[config.mk]
export PLATFORM = sky130hd
export DESIGN_NAME = escaped_api_frame_encoder
export DESIGN_NICKNAME = d
export VERILOG_FILES = /design/src/design/eafe_pkg.sv /design/src/design/escaped_api_frame_encoder.sv /design/src/design/eafe_framer.sv /design/src/design/eafe_serializer.sv
export SDC_FILE = /design/constraint.sdc
export NUM_CORES = 1
export LEC_CHECK = 0
export BUFFER_PORTS_ARGS = -buffer_cell sky130_fd_sc_hd__buf_2
export CORE_ASPECT_RATIO = 0.7
export CORE_MARGIN = 10
export CORE_UTILIZATION = 40
export DETAILED_ROUTE_END_ITERATION = 6
export PLACE_DENSITY = 0.58
export SLEW_MARGIN = 20
export SYNTH_ARGS = -nofsm -noshare
export SYNTH_HDL_FRONTEND = slang
export SYNTH_SLANG_ARGS = --single-unit
[constraint.sdc]
create_clock -name clk_i -period 8.7 [get_ports clk_i]
set_input_delay 0.87 -clock clk_i [delete_from_list [all_inputs] [get_ports clk_i]]
set_output_delay 0.87 -clock clk_i [all_outputs]
set_load 0.05 [all_outputs]
[src/design/eafe_pkg.sv]
// Package for the escaped API frame encoder.
// Holds opcodes, register indexes, framing constants and the job record.
// No dependencies.
package eafe_pkg;

  localparam int MAX_PAYLOAD = 63;

  localparam logic [7:0] DELIM     = 8'h7E;
  localparam logic [7:0] ESC       = 8'h7D;
  localparam logic [7:0] XON       = 8'h11;
  localparam logic [7:0] XOFF      = 8'h13;
  localparam logic [7:0] ESC_XOR   = 8'h20;
  localparam logic [7:0] CKSUM_TOP = 8'hFF;
  localparam logic [7:0] HDR_LEN   = 8'd11;

  localparam int JOB_BYTES = 15;

  typedef enum logic [1:0] {
    OP_START   = 2'd0,
    OP_DATA    = 2'd1,
    OP_ADVANCE = 2'd2
  } opcode_e;

  localparam logic [1:0] CFG_FRAME_ID    = 2'd0;
  localparam logic [1:0] CFG_CMD_OPTIONS = 2'd1;
  localparam logic [1:0] CFG_DEST_ADDR   = 2'd2;

  // Bytes one input word produces, emitted in order from index 0.
  typedef struct packed {
    logic [3:0]                    n_bytes;
    logic                          has_cksum;
    logic [JOB_BYTES-1:0][7:0]     bytes;
  } job_t;

endpackage

[src/design/escaped_api_frame_encoder.sv]
// Escaped API frame encoder, top level.
// Instantiates eafe_framer and eafe_serializer; depends on eafe_pkg.
//
// Input channel (in_valid_i / in_stall_o) takes one word per handshake: a
// start word opens a frame and yields 14 header bytes (15 with the checksum
// when the count is zero), a payload word yields its byte or a two-byte
// escape plus the checksum after the last one, an advance word bumps the
// sequence number and yields nothing. Output channel (out_valid_o /
// out_stall_i) carries one stream byte per word; run_last_o marks the last
// byte of an input word and frame_end_o the checksum byte.
// The first byte of a word passes through the job register, then the output register.
// Throughput: one output byte per cycle while out_stall_i is low, set by the single
// output register; a word is accepted once the previous word's last byte has moved
// into the output register, so the input waits while a word's bytes drain (1 to 3 for
// payload, 14 or 15 for a start); words with no bytes load nothing into the job register.
// A stalled output holds its byte and backs up the job register, which then
// stalls the input. Reset clears the configuration and frame registers to zero,
// sets the sequence number to one and empties both stages.
module escaped_api_frame_encoder import eafe_pkg::*; (
  input  logic        clk_i,
  input  logic        rst_ni,
  input  logic        cfg_we_i,
  input  logic [1:0]  cfg_index_i,
  input  logic [63:0] cfg_data_i,
  input  logic        in_valid_i,
  output logic        in_stall_o,
  input  logic [1:0]  opcode_i,
  input  logic [5:0]  payload_count_i,
  input  logic [7:0]  payload_byte_i,
  output logic        out_valid_o,
  input  logic        out_stall_i,
  output logic [7:0]  out_byte_o,
  output logic        run_last_o,
  output logic        frame_end_o
);

  logic in_acc, load_ok, job_valid;
  job_t job;

  assign in_stall_o = !load_ok;
  assign in_acc     = in_valid_i && load_ok;

  eafe_framer u_framer (
    .clk_i,
    .rst_ni,
    .cfg_we_i,
    .cfg_index_i,
    .cfg_data_i,
    .accept_i    (in_acc),
    .opcode_i,
    .payload_count_i,
    .payload_byte_i,
    .job_valid_o (job_valid),
    .job_o       (job)
  );

  eafe_serializer u_ser (
    .clk_i,
    .rst_ni,
    .load_i      (in_acc && job_valid),
    .job_i       (job),
    .load_ok_o   (load_ok),
    .out_valid_o,
    .out_stall_i,
    .out_byte_o,
    .run_last_o,
    .frame_end_o
  );

  a_end_is_last: assert property (@(posedge clk_i) disable iff (!rst_ni)
    out_valid_o && frame_end_o |-> run_last_o)
    else $error("checksum byte not marked as last of its word");

  a_start_blocks: assert property (@(posedge clk_i) disable iff (!rst_ni)
    in_acc && (opcode_i == OP_START) |=> in_stall_o)
    else $error("input not stalled while header is being sent");

  a_no_bubble: assert property (@(posedge clk_i) disable iff (!rst_ni)
    out_valid_o && !out_stall_i && !run_last_o |=> out_valid_o)
    else $error("gap inside the bytes of one word");

endmodule

[src/design/eafe_framer.sv]
// Framer: configuration registers, frame state and the byte list built per word.
// Depends on eafe_pkg.
module eafe_framer import eafe_pkg::*; (
  input  logic        clk_i,
  input  logic        rst_ni,
  input  logic        cfg_we_i,
  input  logic [1:0]  cfg_index_i,
  input  logic [63:0] cfg_data_i,
  input  logic        accept_i,
  input  logic [1:0]  opcode_i,
  input  logic [5:0]  payload_count_i,
  input  logic [7:0]  payload_byte_i,
  output logic        job_valid_o,
  output job_t        job_o
);

  logic [7:0]  frame_id_q, cmd_options_q, addr_sum_q;
  logic [63:0] dest_address_q;
  logic [7:0]  seq_q, seq_d;
  logic [7:0]  sum_q, sum_d;
  logic [5:0]  left_q, left_d;
  logic        open_q, open_d;

  logic [7:0]  cfg_sum;
  logic [7:0]  p01, p23, p45, p67;
  logic [5:0]  cnt_sat;
  logic [15:0] frame_len;
  logic [7:0]  hdr_sum, pay_sum;
  logic        is_special;
  logic [7:0]  seq_inc;

  // Address byte sum kept beside the address so the header sum stays short.
  always_comb begin
    p01 = cfg_data_i[63:56] + cfg_data_i[55:48];
    p23 = cfg_data_i[47:40] + cfg_data_i[39:32];
    p45 = cfg_data_i[31:24] + cfg_data_i[23:16];
    p67 = cfg_data_i[15:8]  + cfg_data_i[7:0];
    cfg_sum = (p01 + p23) + (p45 + p67);
  end

  always_ff @(posedge clk_i or negedge rst_ni) begin
    if (!rst_ni) begin
      frame_id_q     <= '0;
      cmd_options_q  <= '0;
      dest_address_q <= '0;
      addr_sum_q     <= '0;
    end else if (cfg_we_i) begin
      unique case (cfg_index_i)
        CFG_FRAME_ID:    frame_id_q <= cfg_data_i[7:0];
        CFG_CMD_OPTIONS: cmd_options_q <= cfg_data_i[7:0];
        CFG_DEST_ADDR: begin
          dest_address_q <= cfg_data_i;
          addr_sum_q     <= cfg_sum;
        end
        default: ;
      endcase
    end
  end

  always_comb begin
    cnt_sat = ({2'b00, payload_count_i} > 8'(MAX_PAYLOAD)) ? 6'(MAX_PAYLOAD)
                                                            : payload_count_i;
    frame_len  = 16'(HDR_LEN) + {10'd0, cnt_sat};
    hdr_sum    = frame_id_q + seq_q + cmd_options_q + addr_sum_q;
    pay_sum    = sum_q + payload_byte_i;
    is_special = (payload_byte_i == DELIM) || (payload_byte_i == ESC) ||
                 (payload_byte_i == XON)   || (payload_byte_i == XOFF);
    seq_inc    = seq_q + 8'd1;

    seq_d       = seq_q;
    sum_d       = sum_q;
    left_d      = left_q;
    open_d      = open_q;
    job_valid_o = 1'b0;
    job_o       = '0;

    case (opcode_e'(opcode_i))
      OP_START: begin
        job_valid_o     = 1'b1;
        job_o.bytes[0]  = DELIM;
        job_o.bytes[1]  = frame_len[15:8];
        job_o.bytes[2]  = frame_len[7:0];
        job_o.bytes[3]  = frame_id_q;
        job_o.bytes[4]  = seq_q;
        job_o.bytes[5]  = cmd_options_q;
        for (int i = 0; i < 8; i++) begin
          job_o.bytes[6+i] = dest_address_q[63-8*i -: 8];
        end
        job_o.bytes[14] = ~hdr_sum;
        if (cnt_sat == 6'd0) begin
          job_o.n_bytes   = 4'd15;
          job_o.has_cksum = 1'b1;
        end else begin
          job_o.n_bytes   = 4'd14;
        end
        sum_d  = hdr_sum;
        left_d = cnt_sat;
        open_d = (cnt_sat != 6'd0);
      end
      OP_DATA: begin
        if (open_q && (left_q != 6'd0)) begin
          job_valid_o = 1'b1;
          if (is_special) begin
            job_o.bytes[0] = ESC;
            job_o.bytes[1] = payload_byte_i ^ ESC_XOR;
            job_o.bytes[2] = CKSUM_TOP - pay_sum;
            job_o.n_bytes  = 4'd2;
          end else begin
            job_o.bytes[0] = payload_byte_i;
            job_o.bytes[1] = CKSUM_TOP - pay_sum;
            job_o.n_bytes  = 4'd1;
          end
          if (left_q == 6'd1) begin
            job_o.n_bytes   = job_o.n_bytes + 4'd1;
            job_o.has_cksum = 1'b1;
            open_d          = 1'b0;
          end
          sum_d  = pay_sum;
          left_d = left_q - 6'd1;
        end
      end
      OP_ADVANCE: begin
        seq_d = (seq_inc == 8'd0) ? 8'd1 : seq_inc;
      end
      default: ;
    endcase
  end

  always_ff @(posedge clk_i or negedge rst_ni) begin
    if (!rst_ni) begin
      seq_q  <= 8'd1;
      sum_q  <= '0;
      left_q <= '0;
      open_q <= 1'b0;
    end else if (accept_i) begin
      seq_q  <= seq_d;
      sum_q  <= sum_d;
      left_q <= left_d;
      open_q <= open_d;
    end
  end

endmodule

[src/design/eafe_serializer.sv]
// Serializer: job register and output register, one byte per cycle unless the output stalls.
// Depends on eafe_pkg.
module eafe_serializer import eafe_pkg::*; (
  input  logic       clk_i,
  input  logic       rst_ni,
  input  logic       load_i,
  input  job_t       job_i,
  output logic       load_ok_o,
  output logic       out_valid_o,
  input  logic       out_stall_i,
  output logic [7:0] out_byte_o,
  output logic       run_last_o,
  output logic       frame_end_o
);

  job_t       job_q;
  logic       job_valid_q;
  logic [3:0] idx_q;
  logic       out_valid_q, run_last_q, frame_end_q;
  logic [7:0] out_byte_q;

  logic out_free, emit, last;

  assign out_free  = !out_valid_q || !out_stall_i;
  assign emit      = job_valid_q && out_free;
  assign last      = (idx_q == job_q.n_bytes - 4'd1);
  assign load_ok_o = !job_valid_q || (emit && last);

  always_ff @(posedge clk_i or negedge rst_ni) begin
    if (!rst_ni) begin
      job_valid_q <= 1'b0;
      idx_q       <= '0;
    end else begin
      if (load_i) begin
        job_valid_q <= 1'b1;
        idx_q       <= '0;
      end else if (emit) begin
        if (last) begin
          job_valid_q <= 1'b0;
        end else begin
          idx_q <= idx_q + 4'd1;
        end
      end
    end
  end

  always_ff @(posedge clk_i) begin
    if (load_i) begin
      job_q <= job_i;
    end
  end

  always_ff @(posedge clk_i or negedge rst_ni) begin
    if (!rst_ni) begin
      out_valid_q <= 1'b0;
    end else if (out_free) begin
      out_valid_q <= job_valid_q;
    end
  end

  always_ff @(posedge clk_i) begin
    if (emit) begin
      out_byte_q  <= job_q.bytes[idx_q];
      run_last_q  <= last;
      frame_end_q <= last && job_q.has_cksum;
    end
  end

  assign out_valid_o = out_valid_q;
  assign out_byte_o  = out_byte_q;
  assign run_last_o  = run_last_q;
  assign frame_end_o = frame_end_q;

endmodule

[Yosys cells after proc, flatten, opt, wreduce, memory -nomap -nowiden]
Index checks and enable logic that the tools add are counted.
Storage, ports and cells
  bits in writable memories: 0
  memory bits (read-only): 0
  memories kept: 0
  bits in latches: 0
  bits in registers: 252
  output and inout bits: 12
Cells by class
  magnitude comparators: 1
  equality and inequality tests: 13
  reduce and logical (&&, ||, !) cells: 32
  shift operators: 0
  div/mod/pow operators: 0
  bitwise operators: 2
  muxes and demuxes: 30
  multipliers: 0
  $add $sub $neg: 18
Operator list (number)
  8-bit adder: 11
  24-bit one-hot mux with 2 select lines: 1
  8-bit binary-select mux with 4-bit select: 1
  8-bit 2-to-1 mux: 4
  24-bit 2-to-1 mux: 1
  4-bit 2-to-1 mux: 5
  8-bit by 5-bit equality test with 1-bit output, second input constant: 2
  8-bit by 7-bit equality test with 1-bit output, second input constant: 2
  16-bit 2-to-1 mux: 1
  8-bit one-hot mux with 2 select lines: 1
  6-bit one-hot mux with 2 select lines: 1
  2-bit AND reduction: 6
  6-bit nonzero test: 2
  5-bit 2-to-1 mux: 2
  5-bit one-hot mux with 2 select lines: 1
  4-bit by 1-bit adder with 4-bit output, second input constant: 2
  8-bit by 1-bit adder with 8-bit output, second input constant: 1
  8-bit zero test: 1
  1-bit 2-to-1 mux: 8
  8-bit NOT: 1
  8-bit subtractor, first input constant: 1
  4-bit by 6-bit adder with 7-bit output, first input constant: 1
  6-bit by 1-bit equality test with 1-bit output, second input constant: 1
  1-bit logical AND: 6
  18 further kinds: 33

[Depth between registers and ports, before layout]
  depth in word-level cells: 11
  mapped depth: 14

[Hierarchy]
From an unflattened synthesis, not the netlist that was laid out.
Unflattened totals
  cell total of the unflattened synthesis: 1058
  area total of the unflattened synthesis: 13269.0 µm²
By module, submodules not included
  eafe_framer: area each 7759.9 µm², seq. area each 2778.9 µm², cells an instance 804, instances 1
  eafe_serializer: area each 5491.5 µm², seq. area each 4204.0 µm², cells an instance 251, instances 1
  escaped_api_frame_encoder: area each 17.5 µm², seq. area each 0.0 µm², cells an instance 3, instances 1

[Least setup slack after synthesis]
Ideal clock, no wire load.
  path kind: input port to flip-flop
  start point: input cfg_data_i[2]
  end point: register u_framer.addr_sum_q[6]
  data required time: 8.565 ns
  data arrival time: 4.275 ns
  path slack: 4.290 ns
  cell stages on the path: 14
  path through: inv_1 > fa_1 > inv_1 > fa_1 > fa_1 > inv_1 > fa_1 > inv_1 > ha_1 > fa_1 > a21o_1 > a21oi_1 > xor2_1 > o21ai_0
Between the ends
  longest elaborated chain between the ends: 3
RTL lines
  start: declaration: line escaped_api_frame_encoder.sv:24  | input logic [63:0] cfg_data_i,
  8-bit adder: line eafe_framer.sv:37  | p67 = cfg_data_i[15:8] + cfg_data_i[7:0];
  8-bit adder (2 in series): line eafe_framer.sv:38  | cfg_sum = (p01 + p23) + (p45 + p67);
  end signal: assignment: line eafe_framer.sv:53  | addr_sum_q <= cfg_sum;
  end: declaration: line eafe_framer.sv:17  | logic [7:0] frame_id_q, cmd_options_q, addr_sum_q;
Every way passes these cells.
A chain may end at the register's enable or synchronous reset.

[Worst setup path after layout]
Same ends and word-level chain as after synthesis.

==> metrics <==
status=finished clean; clock buffer depth=3; Layout Nets=around 1,300; Post-DP Area=~0.014 mm^2; Pint=slightly above 3 mW; initial antenna violation count=1; synth warn=0; met2 usage=22.7%; total wire length=roughly 32 mm; fin cells=1,582; die width=between 200 and 250 um; Flop pwr share=34.4%; H-tree depth=1; critical path peak fanout=3; largest cells by area after synthesis=edfxtp_1 (31%), dfrtp_1 (22%), fa_1 (8.2%), mux4_2 (4.6%), and2_1 (4.3%); Starting DRT DRC Count=around 700; FFs w/ async S/R, synth=between 40% and 50%; Worst Clk Skew=0.0152 ns; Reg clk slew, reported paths=0.06 ns; TritonCTS Buffers=26; Clk pwr share=between 20% and 30%; gr usage total=around 16%; power density cells=330 mW/mm^2; Hold Buf Count CTS=0; area of the multi-input gates=about 0.0056 mm^2; Resize count post-CTS=0; die area=between 0.04 and 0.05 mm^2; clk_lat worst skew=between 0.5 and 0.6 ns; share of layout cells above drive strength 1=between 20% and 30%; leakage=around 6.2 nW; vias in the first global route=8,353; io pins=99; GRT Max-Usage Layer=met1; Yosys reg bits=251; Synth Instances=roughly 1,000; fin crit period=approximately 4.2 ns; Worst EP required=a little over 9 ns; core region area=about 0.032 mm^2; Max Cap Viol=0; Yosys cell types=67; largest area contributor in the netlist=edfxtp_1; RSZ-0062 raised after global routing=no; register area share after synthesis=roughly 53%; Syn Std Cell Area=0.0131 mm^2; Setup TNS=0 ns; top cell type's share of synthesized area=a little under a third; design area=between 0.01 and 0.015 mm^2; GPL Wtd Cong=0.905; met1 Use GR=approximately 23%; Hold Fails Final Rpt=0; crit path kind=input port to register; Max Clock Freq=~240 MHz; relative max-transition margin=a little over a quarter; PortBufs=a little under 100; Comb power frac=a little over two fifths; crit share post-route=between 40% and 50%; clk sinks=between 200 and 300; worst IR drop on VDD=0.250 mV; pin count of the biggest net entering global routing=roughly 110; Setup violations, final=0; Area growth, synth to finish=13.4%; Sw Share=a little under two fifths; drt drc=0; FF/Latch Area=~0.0070 mm^2; CP arrival=between 4 and 5 ns; CP Capture Type=register; dpl hpwl=between 20 and 25 mm; Initial Util=40.6%; Congestion Overflow GR=0; setup bufs post-CTS=0; ANT nets after route=0; Cells after DPL=between 1,500 and 2,000; fin. max-slew vios=0; CP Launch Type=input port; first-pass GRT wire length=49.5 mm; Top FF cell, synth=edfxtp_1; Site Rows=55; DR vias=roughly 8,000; Post-synth EDFFs=around 130; drt wl/cell=20.1 um; CTS tree=yes; Clock Root Buffer=clkbuf_16; worst slew pin tran=~1.1 ns; Die H=172 um; P_sw=~1.9 mW; most common cell after layout, fill and taps aside=edfxtp_1; commonest cells after routing, fill and taps aside=edfxtp_1 (134), dfrtp_1 (115), inv_1 (97), buf_2 (97), and2_1 (91); DRT Pass-1 Iters=5; Worst Hold Class=input port to async pin; DR vias/cell=just over 5; average size of a mapped cell=12.6 um^2; filler cell count=2,971; Global Route met3 Usage=about 3.7%; syn nets=approximately 1,200
[layer usage]
| layer | part of all wire, % | vias to the layer above |
|---|---|---|
| li1 | - | 3782 |
| met4 | 1.7 | 0 |
| met3 | 6.0 | 39 |
| met1 | 49 | 4044 |
| met5 | 0 | - |
| met2 | 44 | 162 |
[worst paths after layout]
kind                                        startpoint                     endpoint  slack [ns]  cells past startpoint
max in group asynchronous                       rst_ni               u_ser.idx_q[0]        6.81                      2
min                                             rst_ni  u_framer.dest_address_q[38]        0.37                      1
min reg2reg                u_framer.dest_address_q[21]  u_framer.dest_address_q[21]        0.47                      2
max                                      cfg_data_i[2]       u_framer.addr_sum_q[6]        4.50                     15
max reg2reg                         u_framer.left_q[0]              u_ser.job_q[42]        4.64                      8
min in group clk_i         u_framer.dest_address_q[21]  u_framer.dest_address_q[21]        0.47                      2
[cell usage after synthesis, drive strengths merged, types with 5 or more instances]
library cell and n:
clkbuf 31, xnor2 30, a31oi 5, nor3 9, mux2i 16, nand3 9
ha 30, o211ai 14, and3 5, mux2 43, o21a 10, mux4 27
dfrtp 116, nand2 86, buf 14, nand2b 11, fa 54, edfxtp 134
nor2 32, a21oi 32, o22ai 9, and2 91, xor2 17, nor2b 6
o21ai 73, inv 98
[per-stage QoR]
step | total power, mW | hold slack (ns) | util [%] | worst slack, ns
after floorplan | 3.21 | 0.442 | - | 4.29
after global placement | 3.76 | 0.454 | 43.3 | 4.01
after detailed placement | 3.79 | 0.462 | 43.3 | 3.92
after CTS | 4.95 | 0.385 | 46.0 | 4.47
after global routing | 5.25 | 0.411 | 46.0 | 4.35
final | 4.90 | 0.370 | 46.0 | 4.50
[flip-flops by register name (all words and copies together), names as in the netlist, 4 cells and up]
name and count:
u_framer.left_q 6, u_framer.frame_id_q 8, u_ser.out_byte_o 8, u_framer.addr_sum_q 8, u_framer.sum_q 8, u_ser.job_q 124
u_ser.idx_q 4, u_framer.seq_q 8, u_framer.dest_address_q 64, u_framer.cmd_options_q 8
[power groups by stage]
stage	clock network (mW)	logic (mW)	registers (mW)
CTS	1.16	2.10	1.69
global placement	0	2.06	1.70
finish	1.13	2.08	1.69
floorplan	0	1.47	1.74
global route	1.21	2.32	1.72
detailed placement	0	2.08	1.71
[logic make-up (layout without fill, tap and decap cells)]
| kind of cell | after synthesis | in the layout | synth area share [%] |
|---|---|---|---|
| AOI/OAI and AO/OA | 165 | 165 | 7.97 |
| and+or+nand+nor | 268 | 268 | 10.8 |
| adders and majority gates | 84 | 84 | 11.1 |
| muxes | 86 | 86 | 9.55 |
| other | 0 | 1 | 0 |
| xor gates and xnor gates | 47 | 47 | 3.19 |
| DFF | 251 | 251 | 53.0 |
| buffers and inverters | 144 | 253 | 4.42 |
[critical path, cell delays in order]
cell and delay (ns):
buf_2 0.09, inv_1 0.07, fa_1 0.55, inv_1 0.06, fa_1 0.52, fa_1 0.56, inv_1 0.06, fa_1 0.53
inv_1 0.04, ha_1 0.22, fa_1 0.40, a21o_1 0.19, a21oi_1 0.16, xor2_1 0.15, o21ai_0 0.09
[layout make-up]
type | count | area share [%]
Tap cell | 427 | 3.59
Clock inverter | 14 | 0.850
Clock buffer | 34 | 4.93
Inverter | 99 | 2.54
Antenna cell | 1 | 0.0168
Timing Repair Buffer | 106 | 3.74
Sequential cell | 251 | 46.8
Multi-Input combinational cell | 650 | 37.6
Power figures use the tool's default switching activity.
